$ cat src/hw/rtl/dzmt_ram.sv
// Generic simple dual-port RAM: one write port, one read port, registered read.
// No dependencies.
module dzmt_ram #(
   parameter int WIDTH = 1,
   parameter int DEPTH = 4
) (
   input  logic                     clock,
   input  logic                     wr_en,
   input  logic [$clog2(DEPTH)-1:0] wr_addr,
   input  logic [WIDTH-1:0]         wr_data,
   input  logic                     rd_en,
   input  logic [$clog2(DEPTH)-1:0] rd_addr,
   output logic [WIDTH-1:0]         rd_data
);

   logic [WIDTH-1:0] mem_ff [DEPTH];
   logic [WIDTH-1:0] rd_data_ff;

   always_ff @(posedge clock) begin
      if (wr_en) begin
         mem_ff[wr_addr] <= wr_data;
      end
      if (rd_en) begin
         rd_data_ff <= mem_ff[rd_addr];
      end
   end

   assign rd_data = rd_data_ff;

endmodule

$ cat config.mk
export PLATFORM = sky130hd
export DESIGN_NAME = dzmt_ram
export DESIGN_NICKNAME = d
export VERILOG_FILES = /design/src/hw/rtl/dzmt_ram.sv
export SDC_FILE = /design/constraint.sdc
export NUM_CORES = 1
export LEC_CHECK = 0
export ABC_AREA = 0
export BUFFER_PORTS_ARGS = -buffer_cell sky130_fd_sc_hd__buf_2
export CAP_MARGIN = 30
export CORE_AREA = 2 2 39 41
export DETAILED_ROUTE_END_ITERATION = 8
export DIE_AREA = 0 0 41 43
export GPL_ROUTABILITY_DRIVEN = 0
export SLEW_MARGIN = 20
export SYNTH_ARGS = -nofsm -noshare
export SYNTH_HDL_FRONTEND = slang
export SYNTH_SLANG_ARGS = --single-unit
export TNS_END_PERCENT = 50
$ cat constraint.sdc
create_clock -name clock -period 2.2 [get_ports clock]
set_input_delay 0.11 -clock clock [delete_from_list [all_inputs] [get_ports clock]]
set_output_delay 0.11 -clock clock [all_outputs]
set_load 0.02 [all_outputs]
==> run_results.csv, run 1 <==
group,metric,value,unit
routing,detail-route-antenna-nets,0,
synthesis,postSynthNetCount,18,
die,design.portCount,9,
cells_and_area,finish.instance_area,291.5,sq um
power,comb_power_share,7.8,%
timing,finalSetupViolCount,0,
cells_and_area,layout.filler_cells,153,
timing,timing.final.hold_violations,0,
power,power.share.clock,44.3,%
job,max_cap_viol_count,0,
timing,slew_headroom,84.59,%
setup_path,worstPathBufferInverterCount,0,
setup_path,worst_path_dominant_cell_family,"multiplexers",
die,dieWidth,41,um
die,design.core.area,1384,sq um
power,cellInternalPower,0.0001868,W
cells_and_area,n_antenna_cell,0,
setup_path,cp-startpoint,"mem_ff[2]",
die,die-height,43,um
setup_path,setup.reg_to_reg.worst_slack,1.11,ns
timing,worst-slew-pin-transition,0.2307,ns
timing,layout_worst_path_cycle_share,49.67,%
global_routing,grt_max_degree,5,
timing,max_slew_vio_count,0,
synthesis,synth_area_per_cell,20.39,sq um
synthesis,ys_seq_area_share,73.62,%
power,seq_power_share,47.9,%
setup_path,max_stage_delay,0.47,ns
timing,rsz_0062_raised_after_global_routing,"false",
global_routing,grt_antenna_before_repair,0,
setup_path,critPathSlowestCell,"sky130_fd_sc_hd__mux4_2",
timing,final.setup_skew,0.002648,ns
cells_and_area,most-common-layout-cells,"sky130_fd_sc_hd__buf_2, sky130_fd_sc_hd__edfxtp_1, sky130_fd_sc_hd__clkbuf_4",
die,row_count,14,
power,powerDensity,802.5,nW/um^2
clocking,clockRootBuffer,"sky130_fd_sc_hd__clkbuf_4",
power,power.net_switching,0.00004717,W
worst_hold_path,worstHoldPathCells,1,
power,power.switching_fraction,20.16,%
cells_and_area,nets,31,
timing,finalSetupTns,0,ns
clocking,path_clk_slew,0.05,ns
routing,dr.first_iter.drc_count,1,
global_routing,global_route.usage.total,5.572,%
timing,max_freq,915.1,MHz
setup_path,end_kind,"flip-flop",
clocking,cts_setup_buffers,0,
routing,route.detailed.drc,0,
setup_path,crit_path_end,"rd_data",
die,fp.dieArea,1763,sq um
outcome,run_status,"finished, final reports clean",
setup_path,r2r_start,"mem_ff[2]",
clocking,insertion_delay,0.24,ns
power,total_leakage_power,0.1231,nW
clocking,hold_buffers,0,
clocking,tritoncts.num_buffers,3,
setup_path,path_cells,"mux4_2",
setup_path,ff2ff_path_depth,1,
setup_path,worstSetupStartpointType,"flip-flop",
timing,fin_crit,1.093,ns
global_routing,global_route_wire_length_before_repair,565,um
routing,wirelength,364,um
routing,routed_via_count,139,
synthesis,count_of_yosys_warnings_during_synthesis,0,
routing,wire_length_per_cell,9.579,um
placement,io_buffers,8,
synthesis,yosys.cell_types.count,5,
cells_and_area,most_frequent_standard_cell_in_the_layout_excluding_fill_and_tap_cells,"sky130_fd_sc_hd__buf_2",
synthesis,netlist_area,203.9,sq um
global_routing,globalRoute.totalOverflow,0,
setup_path,timing_worst_setup_path_type,"flip-flop to flip-flop",
clocking,clk_path_buf_depth,2,
cells_and_area,drive_above_1_share,59.09,%
synthesis,postSynthCellCount,10,
die,initial_standard_cell_utilization_of_the_core,14.74,%
cells_and_area,synthToLayoutAreaGrowth,42.94,%
setup_path,path_max_fanout,1,
clocking,tritoncts,"yes",
clocking,cts_max_level,1,
synthesis,synth_seq_cells,5,
setup_path,worstReg2RegEnd,"rd_data",
global_routing,vias_in_the_first_global_route,139,
placement,post_dp_cell_area,264.0,sq um
routing,vias_per_cell,3.658,
setup_path,worst-path-stages,1,
clocking,clock_sinks,5,
setup_path,worstPathArrival,1.07,ns
setup_path,crit_required,2.17,ns
clocking,post_cts_resize_count,0,
worst_hold_path,type_of_the_worst_min_delay_path,"input pin to flip-flop",
power,irDropWorstVdd,0.3310,mV
routing,firstDrtPassIters,2,
==> layer usage <==
metal | GRT usage (%) | vias to the layer above | wire length (um)
li1 | - | 66 | -
met1 | 4.636 | 64 | 152
met2 | 7.500 | 9 | 174
met3 | 5.759 | 0 | 37
met4 | 4.000 | 0 | 0
met5 | 0 | - | 0
==> through the flow <==
step                      cells  setup slack, ns  total power (W)  utilization (%)  hold WS [ns]
after floorplan              10            1.153        0.0001213                -        0.2089
after global placement       34            1.148        0.0001304            19.08        0.3151
after detailed placement     34            1.101        0.0001321            19.08        0.3122
after CTS                    38            1.086        0.0002405            21.07       0.06359
after global routing         38            1.083        0.0002486            21.07       0.05580
final                        38            1.107        0.0002340            21.07       0.07246
==> synth_stat cells <==
cell type / instances / share of area [%]
sky130_fd_sc_hd__edfxtp_1: 5 / 74
sky130_fd_sc_hd__and3_1: 1 / 3.1
sky130_fd_sc_hd__and3b_1: 2 / 8.6
sky130_fd_sc_hd__mux4_2: 1 / 11
sky130_fd_sc_hd__nor3b_1: 1 / 3.7
==> kinds of logic (layout without fill, tap and decap cells) <==
kind of cell	count (synthesis)	after routing	synth area share (%)
buf+inv	0	12	0
flops	5	5	73.62
mux	1	1	11.04
simple gates	4	4	15.34
==> how the worst min path moves through the flow <==
| stage | endpoint | slack [ns] | start |
|---|---|---|---|
| floorplan | mem_ff[0] | 0.21 | wr_data |
| global placement | rd_data | 0.32 | rd_en |
| detailed placement | rd_data | 0.31 | rd_en |
| CTS | rd_data | 0.06 | rd_en |
| global route | rd_data | 0.06 | rd_en |
| finish | rd_data | 0.07 | rd_en |
==> area by class of cell <==
class / count / area [sq um] / area share, %
flip-flops and latches: 5 / 150.1 / 51.50
multi-input cells: 5 / 53.80 / 18.45
repair buffers: 8 / 40.04 / 13.73
clock buffers: 3 / 22.52 / 7.725
well taps: 16 / 20.02 / 6.867
clock inverters: 1 / 5.005 / 1.717
==> state kept, by name, summed over array words and instances (netlist names) <==
| register | flops |
|---|---|
| mem_ff | 4 |
| rd_data | 1 |
==> power by group through the flow <==
stage | registers [W] | logic [W] | clock network, W
after floorplan | 0.000116 | 0.00000575 | 0
after global placement | 0.000113 | 0.0000169 | 0
after detailed placement | 0.000114 | 0.0000182 | 0
after CTS | 0.000112 | 0.0000184 | 0.000110
after global routing | 0.000112 | 0.0000202 | 0.000116
final | 0.000112 | 0.0000181 | 0.000104
Power figures use the tool's default switching activity.
==> run 2, diff against run 1 <==
Clock period 2.2 ns to 0.9 ns, I/O delays scaled along.
==> run 2 against run 1 <==
Effect of this change:
- the flow now finishes with violations (negative setup slack)
- total power increased by 150%
- setup slack got worse by 1.3 ns
- sequential power up 140%
- via count grew 5.8%
- critical path type unchanged
- global-route usage did not move
- clock power rose by 140%
- register-to-register slack lost 1.3 ns
- sequential cell count unchanged
- worst hold slack worse by 0.049 ns
==> run_results.csv, run 2 (synthesis gave the netlist of run 1 again) <==
group,metric,value,unit
clocking,path_clk_slew,0.04,ns
worst_hold_path,worstHoldPathCells,1,
cells_and_area,registers.top_by_ff_count,"mem_ff",
outcome,failed_checks,"negative setup slack",
setup_path,end_kind,"flip-flop",
timing,finalSetupViolCount,1,
setup_path,timing_worst_setup_path_type,"flip-flop to flip-flop",
routing,wire_length_per_cell,9.103,um
cells_and_area,layout.filler_cells,153,
routing,detail-route-antenna-nets,0,
timing,fin_crit,1.091,ns
die,design.core.area,1384,sq um
global_routing,global_route_wire_length_before_repair,572,um
global_routing,vias_in_the_first_global_route,146,
setup_path,worstSetupStartpointType,"flip-flop",
routing,wirelength,355,um
cells_and_area,nets,32,
die,die-height,43,um
global_routing,globalRoute.totalOverflow,0,
routing,wl_met3,35,um
placement,io_buffers,8,
global_routing,grt_antenna_before_repair,0,
timing,max_slew_vio_count,0,
clocking,clock_sinks,5,
routing,dr_wl_met2,175,um
setup_path,crit_required,0.87,ns
placement,dpl.cell_count,34,
clocking,tritoncts.num_buffers,3,
setup_path,worstPathBufferInverterCount,0,
timing,max_freq,916.3,MHz
cells_and_area,max_ffs_per_register,4,
setup_path,critPathSlowestCell,"sky130_fd_sc_hd__mux4_2",
routing,firstDrtPassIters,2,
cells_and_area,most-common-layout-cells,"sky130_fd_sc_hd__buf_2, sky130_fd_sc_hd__edfxtp_1, sky130_fd_sc_hd__clkbuf_4",
setup_path,max_stage_delay,0.47,ns
power,total_leakage_power,0.1273,nW
timing,layout_worst_path_cycle_share,121.3,%
clocking,tritoncts,"yes",
routing,m1WireLength,143,um
global_routing,global_route.usage.total,5.572,%
clocking,clk_path_buf_depth,2,
clocking,clockRootBuffer,"sky130_fd_sc_hd__clkbuf_4",
power,total_power,0.0005739,W
routing,dr.first_iter.drc_count,1,
routing,vias_per_cell,3.769,
global_routing,grt_max_degree,5,
power,irDropWorstVdd,0.8034,mV
clocking,cts_setup_buffers,0,
cells_and_area,drive_above_1_share,56.52,%
clocking,post_cts_resize_count,0,
cells_and_area,layoutNonFillerInstCount,39,
timing,postLayoutSetupSlackWorst,-0.1913,ns
die,fp.dieArea,1763,sq um
setup_path,worst-path-stages,1,
setup_path,path_cells,"mux4_2",
die,dieWidth,41,um
cells_and_area,sequential_cell_area,150.1,sq um
setup_path,worst_path_dominant_cell_family,"multiplexers",
placement,pre_cts_ws,-0.1985,ns
cells_and_area,n_antenna_cell,0,
routing,route.detailed.drc,0,
power,powerDensity,1903,nW/um^2
setup_path,ff2ff_path_depth,1,
die,design.portCount,9,
cells_and_area,most_frequent_standard_cell_in_the_layout_excluding_fill_and_tap_cells,"sky130_fd_sc_hd__buf_2",
clocking,cts_max_level,1,
setup_path,worstPathArrival,1.06,ns
cells_and_area,multiInputGateArea,53.80,sq um
outcome,run_status,"complete, but fails checks",
routing,routed.top_layer,"met3",
worst_hold_path,type_of_the_worst_min_delay_path,"input pin to flip-flop",
timing,rsz_0062_raised_after_global_routing,"true",
clocking,insertion_delay,0.24,ns
setup_path,path_max_fanout,1,
routing,routed_via_count,147,
timing,slew_headroom,84.57,%
die,initial_standard_cell_utilization_of_the_core,14.74,%
timing,final.setup_skew,0.001804,ns
timing,worst-slew-pin-transition,0.2309,ns
cells_and_area,synthToLayoutAreaGrowth,47.85,%
die,row_count,14,
timing,timing.final.hold_violations,0,
job,max_cap_viol_count,0,
==> run 2: changes by cell type in the layout (fill, tap and decap cells not counted), sizes merged <==
cell / previous run / this run
dlygate4sd3: 0 / 1
==> run 2: metal layers <==
metal,vias up,GRT usage [%]
met1,68,5.298
met3,0,4.712
met2,11,7.500
met4,0,4.000
met5,-,0
li1,68,-
==> run 2: what timing repair did <==
| action | in CTS | in global routing |
|---|---|---|
| hold buffers | 1 | 0 |
| setup endpoints to repair | 1 | 1 |
| endpoints found under the hold margin | 1 | 0 |
==> run 2: layout make-up <==
| cell class | count | area share (%) |
|---|---|---|
| Tap cell | 16 | 6.639 |
| Timing Repair Buffer | 9 | 16.60 |
| Clock buffer | 3 | 7.469 |
| Clock inverter | 1 | 1.660 |
| Sequential cell | 5 | 49.79 |
| Multi-Input combinational cell | 5 | 17.84 |
==> run 2: per-stage QoR <==
step	hold slack, ns	TNS (ns)	cell area [sq um]	util (%)
finish	0.02340	-0.1913	301.5	21.79
global route	0.01711	-0.2167	301.5	21.79
CTS	0.006212	-0.2143	301.5	21.79
detailed placement	0.2472	-0.1985	264.0	19.08
global placement	0.2501	-0.1523	264.0	19.08
floorplan	0.1439	-0.1468	203.9	-
==> run 2: where the power goes <==
group / internal (W) / switching (W) / leakage, nW
Combinational: 0.0000272 / 0.0000205 / 0.0630
Clock: 0.000161 / 0.0000915 / 0.0177
Sequential: 0.000272 / 0.00000259 / 0.0465
==> run 2: worst paths after layout <==
kind / from / to / slack [ns]
setup / recovery: mem_ff[2] / rd_data / -0.19
hold / removal: wr_data / mem_ff[2] / 0.02
setup reg to reg: mem_ff[2] / rd_data / -0.19
hold reg to reg: mem_ff[3] / rd_data / 0.64
