File: src/hw/rtl/dzmt_pkg.sv
// Shared constants, action and register codes, control structs and modular
// arithmetic for the divisor zeta / Moebius transform block.
// No dependencies.
package dzmt_pkg;

   localparam int DATA_W        = 30;
   localparam int IDX_W         = 10;
   localparam int SIZE_W        = 11;
   localparam int ACTION_W      = 2;
   localparam int CSR_IDX_W     = 1;
   localparam int CSR_DATA_W    = 11;
   localparam int DEFAULT_DEPTH = 1024;
   localparam int SIEVE_LIMIT   = 2048;

   localparam logic [DATA_W-1:0] MODULUS = 30'd998244353;
   localparam logic [SIZE_W-1:0] SIZE_RESET = 11'd1024;

   localparam logic [ACTION_W-1:0] ACT_WRITE = 2'd0;
   localparam logic [ACTION_W-1:0] ACT_XFORM = 2'd1;
   localparam logic [ACTION_W-1:0] ACT_READ  = 2'd2;

   localparam logic [CSR_IDX_W-1:0] CSR_MODE = 1'd0;
   localparam logic [CSR_IDX_W-1:0] CSR_SIZE = 1'd1;

   typedef struct packed {
      logic              start;
      logic              mode;
      logic [SIZE_W-1:0] size;
   } xform_ctl_type;

   typedef struct packed {
      logic              re;
      logic [SIZE_W-1:0] raddr;
      logic              we;
      logic [SIZE_W-1:0] waddr;
      logic [DATA_W-1:0] wdata;
   } xform_mem_type;

   function automatic logic [DATA_W-1:0] mod_add(input logic [DATA_W-1:0] a,
                                                 input logic [DATA_W-1:0] b);
      logic [DATA_W:0] s;
      s = {1'b0, a} + {1'b0, b};
      if (s >= {1'b0, MODULUS}) begin
         s = s - {1'b0, MODULUS};
      end
      return s[DATA_W-1:0];
   endfunction

   function automatic logic [DATA_W-1:0] mod_sub(input logic [DATA_W-1:0] a,
                                                 input logic [DATA_W-1:0] b);
      logic [DATA_W:0] d;
      d = {1'b0, a} - {1'b0, b};
      if (a < b) begin
         d = d + {1'b0, MODULUS};
      end
      return d[DATA_W-1:0];
   endfunction

endpackage

File: src/hw/rtl/dzmt_ram.sv
// Generic simple dual-port RAM: one write port, one read port, registered read.
// No dependencies.
module dzmt_ram #(
   parameter int WIDTH = 1,
   parameter int DEPTH = 4
) (
   input  logic                     clock,
   input  logic                     wr_en,
   input  logic [$clog2(DEPTH)-1:0] wr_addr,
   input  logic [WIDTH-1:0]         wr_data,
   input  logic                     rd_en,
   input  logic [$clog2(DEPTH)-1:0] rd_addr,
   output logic [WIDTH-1:0]         rd_data
);

   logic [WIDTH-1:0] mem_ff [DEPTH];
   logic [WIDTH-1:0] rd_data_ff;

   always_ff @(posedge clock) begin
      if (wr_en) begin
         mem_ff[wr_addr] <= wr_data;
      end
      if (rd_en) begin
         rd_data_ff <= mem_ff[rd_addr];
      end
   end

   assign rd_data = rd_data_ff;

endmodule

File: src/hw/rtl/dzmt_xform.sv
// Transform sequencer: sieve refill, prime scan and read-modify-write passes
// over the element memory. Owns the sieve RAM.
// Depends on dzmt_pkg and dzmt_ram.
module dzmt_xform #(
   parameter int ARRAY_DEPTH = dzmt_pkg::DEFAULT_DEPTH
) (
   input  logic                        clock,
   input  logic                        reset,
   input  dzmt_pkg::xform_ctl_type     ctl,
   input  logic [dzmt_pkg::DATA_W-1:0] elem_rdata,
   output dzmt_pkg::xform_mem_type     mem,
   output logic                        done
);

   localparam int SIEVE_DEPTH = (ARRAY_DEPTH < dzmt_pkg::SIEVE_LIMIT) ?
                                ARRAY_DEPTH : dzmt_pkg::SIEVE_LIMIT;
   localparam int SAW = $clog2(SIEVE_DEPTH);
   localparam int NW  = dzmt_pkg::SIZE_W;

   localparam logic [2:0] X_IDLE  = 3'd0;
   localparam logic [2:0] X_CLEAR = 3'd1;
   localparam logic [2:0] X_SCAN  = 3'd2;
   localparam logic [2:0] X_CHECK = 3'd3;
   localparam logic [2:0] X_MARK  = 3'd4;
   localparam logic [2:0] X_RDK   = 3'd5;
   localparam logic [2:0] X_RDJ   = 3'd6;
   localparam logic [2:0] X_WR    = 3'd7;

   logic [2:0]                  state_ff, state_in;
   logic [NW-1:0]               i_ff, i_in;
   logic [NW-1:0]               j_ff, j_in;
   logic [NW-1:0]               k_ff, k_in;
   logic [NW-1:0]               m_ff, m_in;
   logic                        mode_ff, mode_in;
   logic [dzmt_pkg::DATA_W-1:0] hold_ff, hold_in;

   logic           sv_we, sv_re;
   logic [SAW-1:0] sv_waddr, sv_raddr;
   logic [0:0]     sv_wdata, sv_rdata;
   logic           next_fits;
   logic [NW:0]    k_next;

   dzmt_ram #(.WIDTH(1), .DEPTH(SIEVE_DEPTH)) u_sieve (
      .clock   (clock),
      .wr_en   (sv_we),
      .wr_addr (sv_waddr),
      .wr_data (sv_wdata),
      .rd_en   (sv_re),
      .rd_addr (sv_raddr),
      .rd_data (sv_rdata)
   );

   always_comb begin
      state_in  = state_ff;
      i_in      = i_ff;
      j_in      = j_ff;
      k_in      = k_ff;
      m_in      = m_ff;
      mode_in   = mode_ff;
      hold_in   = hold_ff;
      mem       = '0;
      done      = 1'b0;
      sv_we     = 1'b0;
      sv_re     = 1'b0;
      sv_waddr  = SAW'(k_ff);
      sv_raddr  = SAW'(i_ff);
      sv_wdata  = 1'b0;
      k_next    = {1'b0, k_ff} + {1'b0, i_ff};
      next_fits = k_next < {1'b0, m_ff};

      case (state_ff)
         X_IDLE: begin
            if (ctl.start) begin
               mode_in  = ctl.mode;
               m_in     = (32'(ctl.size) > ARRAY_DEPTH) ? NW'(ARRAY_DEPTH) : ctl.size;
               i_in     = NW'(2);
               state_in = X_CLEAR;
            end
         end
         X_CLEAR: begin
            if (i_ff < m_ff) begin
               sv_we    = 1'b1;
               sv_waddr = SAW'(i_ff);
               sv_wdata = 1'b1;
               i_in     = i_ff + NW'(1);
            end else begin
               i_in     = NW'(2);
               state_in = X_SCAN;
            end
         end
         X_SCAN: begin
            if (i_ff >= m_ff) begin
               done     = 1'b1;
               state_in = X_IDLE;
            end else begin
               sv_re    = 1'b1;
               state_in = X_CHECK;
            end
         end
         X_CHECK: begin
            if (!sv_rdata[0]) begin
               i_in     = i_ff + NW'(1);
               state_in = X_SCAN;
            end else begin
               j_in     = NW'(1);
               k_in     = i_ff;
               state_in = mode_ff ? X_RDK : X_MARK;
            end
         end
         X_MARK: begin
            sv_we = 1'b1;
            if (next_fits) begin
               j_in = j_ff + NW'(1);
               k_in = k_next[NW-1:0];
            end else begin
               state_in = X_RDK;
            end
         end
         X_RDK: begin
            mem.re    = 1'b1;
            mem.raddr = k_ff;
            state_in  = X_RDJ;
         end
         X_RDJ: begin
            mem.re    = 1'b1;
            mem.raddr = j_ff;
            hold_in   = elem_rdata;
            state_in  = X_WR;
         end
         X_WR: begin
            mem.we    = 1'b1;
            mem.waddr = j_ff;
            if (mode_ff) begin
               mem.wdata = dzmt_pkg::mod_sub(elem_rdata, hold_ff);
               sv_we     = 1'b1;
               if (next_fits) begin
                  j_in     = j_ff + NW'(1);
                  k_in     = k_next[NW-1:0];
                  state_in = X_RDK;
               end else begin
                  i_in     = i_ff + NW'(1);
                  state_in = X_SCAN;
               end
            end else begin
               mem.wdata = dzmt_pkg::mod_add(elem_rdata, hold_ff);
               if (j_ff == NW'(1)) begin
                  i_in     = i_ff + NW'(1);
                  state_in = X_SCAN;
               end else begin
                  j_in     = j_ff - NW'(1);
                  k_in     = k_ff - i_ff;
                  state_in = X_RDK;
               end
            end
         end
         default: begin
            state_in = X_IDLE;
         end
      endcase
   end

   always_ff @(posedge clock) begin
      if (reset) begin
         state_ff <= X_IDLE;
      end else begin
         state_ff <= state_in;
      end
   end

   always_ff @(posedge clock) begin
      i_ff    <= i_in;
      j_ff    <= j_in;
      k_ff    <= k_in;
      m_ff    <= m_in;
      mode_ff <= mode_in;
      hold_ff <= hold_in;
   end

endmodule

File: config.mk
export PLATFORM = sky130hd
export DESIGN_NAME = dzmt_xform
export DESIGN_NICKNAME = d
export VERILOG_FILES = /design/src/hw/rtl/dzmt_pkg.sv /design/src/hw/rtl/dzmt_ram.sv /design/src/hw/rtl/dzmt_xform.sv
export SDC_FILE = /design/constraint.sdc
export NUM_CORES = 2
export LEC_CHECK = 0
export BUFFER_PORTS_ARGS = -buffer_cell sky130_fd_sc_hd__buf_4
export CORE_ASPECT_RATIO = 1.4
export CORE_MARGIN = 3
export CORE_UTILIZATION = 42
export CTS_CLUSTER_SIZE = 30
export DETAILED_ROUTE_END_ITERATION = 16
export PLACE_DENSITY_LB_ADDON = 0.12
export SKIP_CTS_REPAIR_TIMING = 1
export SYNTH_ARGS = -nofsm -noshare
export SYNTH_HDL_FRONTEND = slang
export SYNTH_HIERARCHICAL = 1
export SYNTH_SLANG_ARGS = --single-unit
File: constraint.sdc
create_clock -name clock -period 69.1 [get_ports clock]
set_input_delay 13.82 -clock clock [delete_from_list [all_inputs] [get_ports clock]]
set_output_delay 13.82 -clock clock [all_outputs]
set_load 0.05 [all_outputs]
==> flow_summary.yaml <==
run_status:
  outcome: "finished, final reports clean"
clock_network:
  clock_tree.root_cell: "sky130_fd_sc_hd__clkbuf_16"
  cts-buffers-inserted: 109
  cts_num_sinks: 1103
  tritoncts: "built"
  cts.clk_slew.worst_paths_ps: 60
  ctsHtreeMaxLevel: 3
  cts_max_path_buffers: 3
  clock_insertion_delay_worst_skew_ps: 740
power:
  power_leakage_nw: 19.3
  worst_ir_drop_vdd_mv: 0.0237
  power_density_mw_per_mm2: 28.2
  report.power.total_w: 0.00173
routing:
  vias_per_cell: 5.94
  wl_um: 170000
  wire_per_inst_um: 27.1
  drtIter0Drc: 3143
  antenna_violating_nets_post_route: 0
  drt_drc_violations_left: 0
  detail_route.first_pass.iterations: 5
  detailroute.via_count: 37200
sta:
  fin_tns_setup_ps: 0
  final.hold.worst_slack_ps: 684
  clock-skew-final_ps: 41.6
  worst_slack_ps: 36890
  timing_hold_violations_final: 0
  tightest_slew_ps: 1290
  fmaxAchievable_ghz: 0.0310
  min_period_over_period_pct: 46.6
  drv_slew: 0
  period_minus_slack_ps: 32210
  setup_viol: 0
  remaining_max_slew_budget_at_the_tightest_pin_pct: 14.3
  grt_setup_unrepaired: "false"
die:
  die_boundary_width_um: 314
  core.rowCount: 157
  initial_core_util_pct: 42.5
  die_area_mm2: 0.137
  top_level_ports: 100
  floorplan.die.height_um: 437
  core_area_mm2: 0.131
critical_path:
  worst-setup-path-type: "in2out"
  timing.critical_path.max_delay_family: "compound AO/OA/AOI/OAI gates"
  crit_buf_inv: 2
  timing.critical_path.to_type: "primary output"
  critical-path-max-stage-delay_ps: 750
  slowest_stage: "sky130_fd_sc_hd__ha_1"
  crit_path_max_fanout: 22
  cp_data_arrival_time_ps: 18390
  timing.critical_path.mode_cell: "sky130_fd_sc_hd__buf_4"
  critical_path.startpoint_type: "input pin"
  required_ps: 55280
  worstPathCellList: "buf_4, ha_1, nor3b_1, nor3_2, a211oi_2, a221o_1, o21ai_0, nand4_1, a32oi_2, o211ai_2, o21ai_2, and2_1, nand2_1, o311ai_1, buf_4"
placement:
  dpl-instance-area_mm2: 0.0578
  routabilityCongestion: 0.898
  detailedPlace.worstSlack_ps: 36940
  buffer_ports.inserted: 99
  hpwl_um: 102000
yosys:
  synth.cell_area_mm2: 0.0558
  yosys_most_used_dff: "sky130_fd_sc_hd__edfxtp_1"
  synth_fp_nets: 4665
  yosys_register_bits: 1103
  synthesis.instances: 4507
  yosysWarnings: 6
  yosysUniqueCellTypes: 106
  ys_seq_area_share_pct: 59.3
  synth-async-reset-ratio_pct: 0
  postSynthAreaPerCell_um2: 12.4
  number_of_enable_flip_flop_cells_after_synthesis: 1100
cells_and_area:
  finalNetCount: 4590
  finalInstanceArea_mm2: 0.0612
  area.growth.synth_to_final_pct: 9.72
  drive_gt1_share_pct: 14.4
grt:
  global_route_wire_length_before_repair_um: 248000
  grt_max_degree: 287
  grt.overflow.total: 0
  vias_in_the_first_global_route: 37200
  grt_use_total_pct: 24.4
  grt_antenna_before_repair: 3
job:
  max_cap_violation_count: 0
min_path:
  hold_path_class: "reg2reg"
==> layer usage <==
metal	vias up	global-route usage, %	routed length, um
met2	1171	43.9	88300
met4	0	8.81	6060
met3	286	2.80	8570
met5	-	0	0
met1	19300	30.1	66800
li1	16500	-	-
==> worst reg2reg max path: stages (launching register included) <==
cell and delay (ps):
sky130_fd_sc_hd__edfxtp_1 560, sky130_fd_sc_hd__ha_1 420, sky130_fd_sc_hd__nor2b_1 150, sky130_fd_sc_hd__o21a_1 160, sky130_fd_sc_hd__o21a_1 180, sky130_fd_sc_hd__o21a_1 170
sky130_fd_sc_hd__o21a_1 160, sky130_fd_sc_hd__o21a_1 170, sky130_fd_sc_hd__o211ai_1 180, sky130_fd_sc_hd__a21oi_1 230, sky130_fd_sc_hd__nor2_1 240, sky130_fd_sc_hd__and2_4 520
sky130_fd_sc_hd__buf_4 790, sky130_fd_sc_hd__mux2_2 500, sky130_fd_sc_hd__nor2b_1 910, sky130_fd_sc_hd__nand3_1 900, sky130_fd_sc_hd__nor4b_1 620
==> cell usage in the layout (no fill, tap or decap), drive strengths merged, types with 16 or more instances in the layout <==
master / instances
a21o: 16
o22ai: 48
nor3: 79
clkbuf: 134
xor2: 31
edfxtp: 1100
nor2: 1175
a31oi: 22
clkinv: 49
o221ai: 50
nor3b: 17
nor4: 29
xnor2: 85
nand4: 31
ha: 109
nand2b: 19
nand3: 79
nand2: 185
mux4: 214
a211oi: 24
mux2i: 138
o21a: 22
and2: 26
nor2b: 59
a21oi: 126
inv: 111
a22oi: 41
buf: 184
and3: 18
o21ai: 75
o211ai: 19
==> cell families after synthesis <==
family | share of synthesized area (%)
AOI/OAI and AO/OA | 7.09
muxes | 11.5
adders and majority gates | 2.59
DFF | 59.3
xor gates and xnor gates | 1.82
buffers and inverters | 3.91
and+or+nand+nor | 13.8
==> power by group <==
group	total, W	internal, W	switching [W]
sequential	0.000787	0.000782	0.00000479
clock	0.000585	0.000323	0.000262
combinational	0.000353	0.000117	0.000236
==> cell type report <==
type                            instances  area [um2]
Clock inverter                         64         588
Tap cell                             1749        2190
Sequential cell                      1103       33100
Inverter                              107         404
Timing Repair Buffer                  184        1390
Fill cell                           11900       70200
Clock buffer                          134        2840
Multi-Input combinational cell       2927       20700
Antenna cell                            3        7.51
==> path summary, 6_finish.rpt <==
kind	cells past startpoint	slack (ps)	to	start
max	15	36890	mem[15]	elem_rdata[3]
min	2	680	state_ff[2]	state_ff[0]
max reg2reg	16	61870	u_sieve/mem_ff[821]	i_ff[1]
min reg2reg	2	680	state_ff[2]	state_ff[0]
==> sequential cells by signal, indices dropped and copies added, names as in the netlist <==
| signal | count |
|---|---|
| u_sieve/mem_ff | 1024 |
| j_ff | 11 |
| u_sieve/rd_data | 1 |
| state_ff | 3 |
| k_ff | 11 |
| i_ff | 11 |
| hold_ff | 30 |
| m_ff | 11 |
| mode_ff | 1 |
==> cell usage after synthesis (all sizes together), types with 6 or more instances <==
master      n  area, um2
nand4      31        206
xor2       31        272
o22ai      48        300
and3       18        113
o2111ai     8       76.3
or2        12       75.1
a2111oi    10        106
and4        8       70.1
a311oi      9       78.8
xnor2      85        744
a211oi     24        195
edfxtp   1100      33000
a22o        9       78.8
inv       103        389
nor2b      59        372
nand2b     19        119
and2       26        163
mux2i     138       1380
nand3      79        395
o211ai     19        158
or3         9       56.3
a22oi      41        308
o21bai     15        113
a21oi     126        649
o221ai     50        438
a221oi      9       78.8
a21o       16        120
o31ai      11       82.6
o21a       22        165
nor4       29        243
mux2       14        158
nand2     185        694
mux4      214       4870
nor3b      17        138
ha        109       1360
nor3       79        410
buf       140        903
a31oi      22        165
clkbuf    230        876
o21ai      75        383
nor2     1175       4410
a211o       6       52.6
==> stage by stage <==
step | cells | util (%)
after floorplan | 4507 | -
after global placement | 6070 | 44.0
after detailed placement | 6070 | 44.0
after CTS | 6268 | 46.6
after global routing | 6269 | 46.6
final | 6271 | 46.6
No activity file was read; power rests on OpenSTA's default activity.
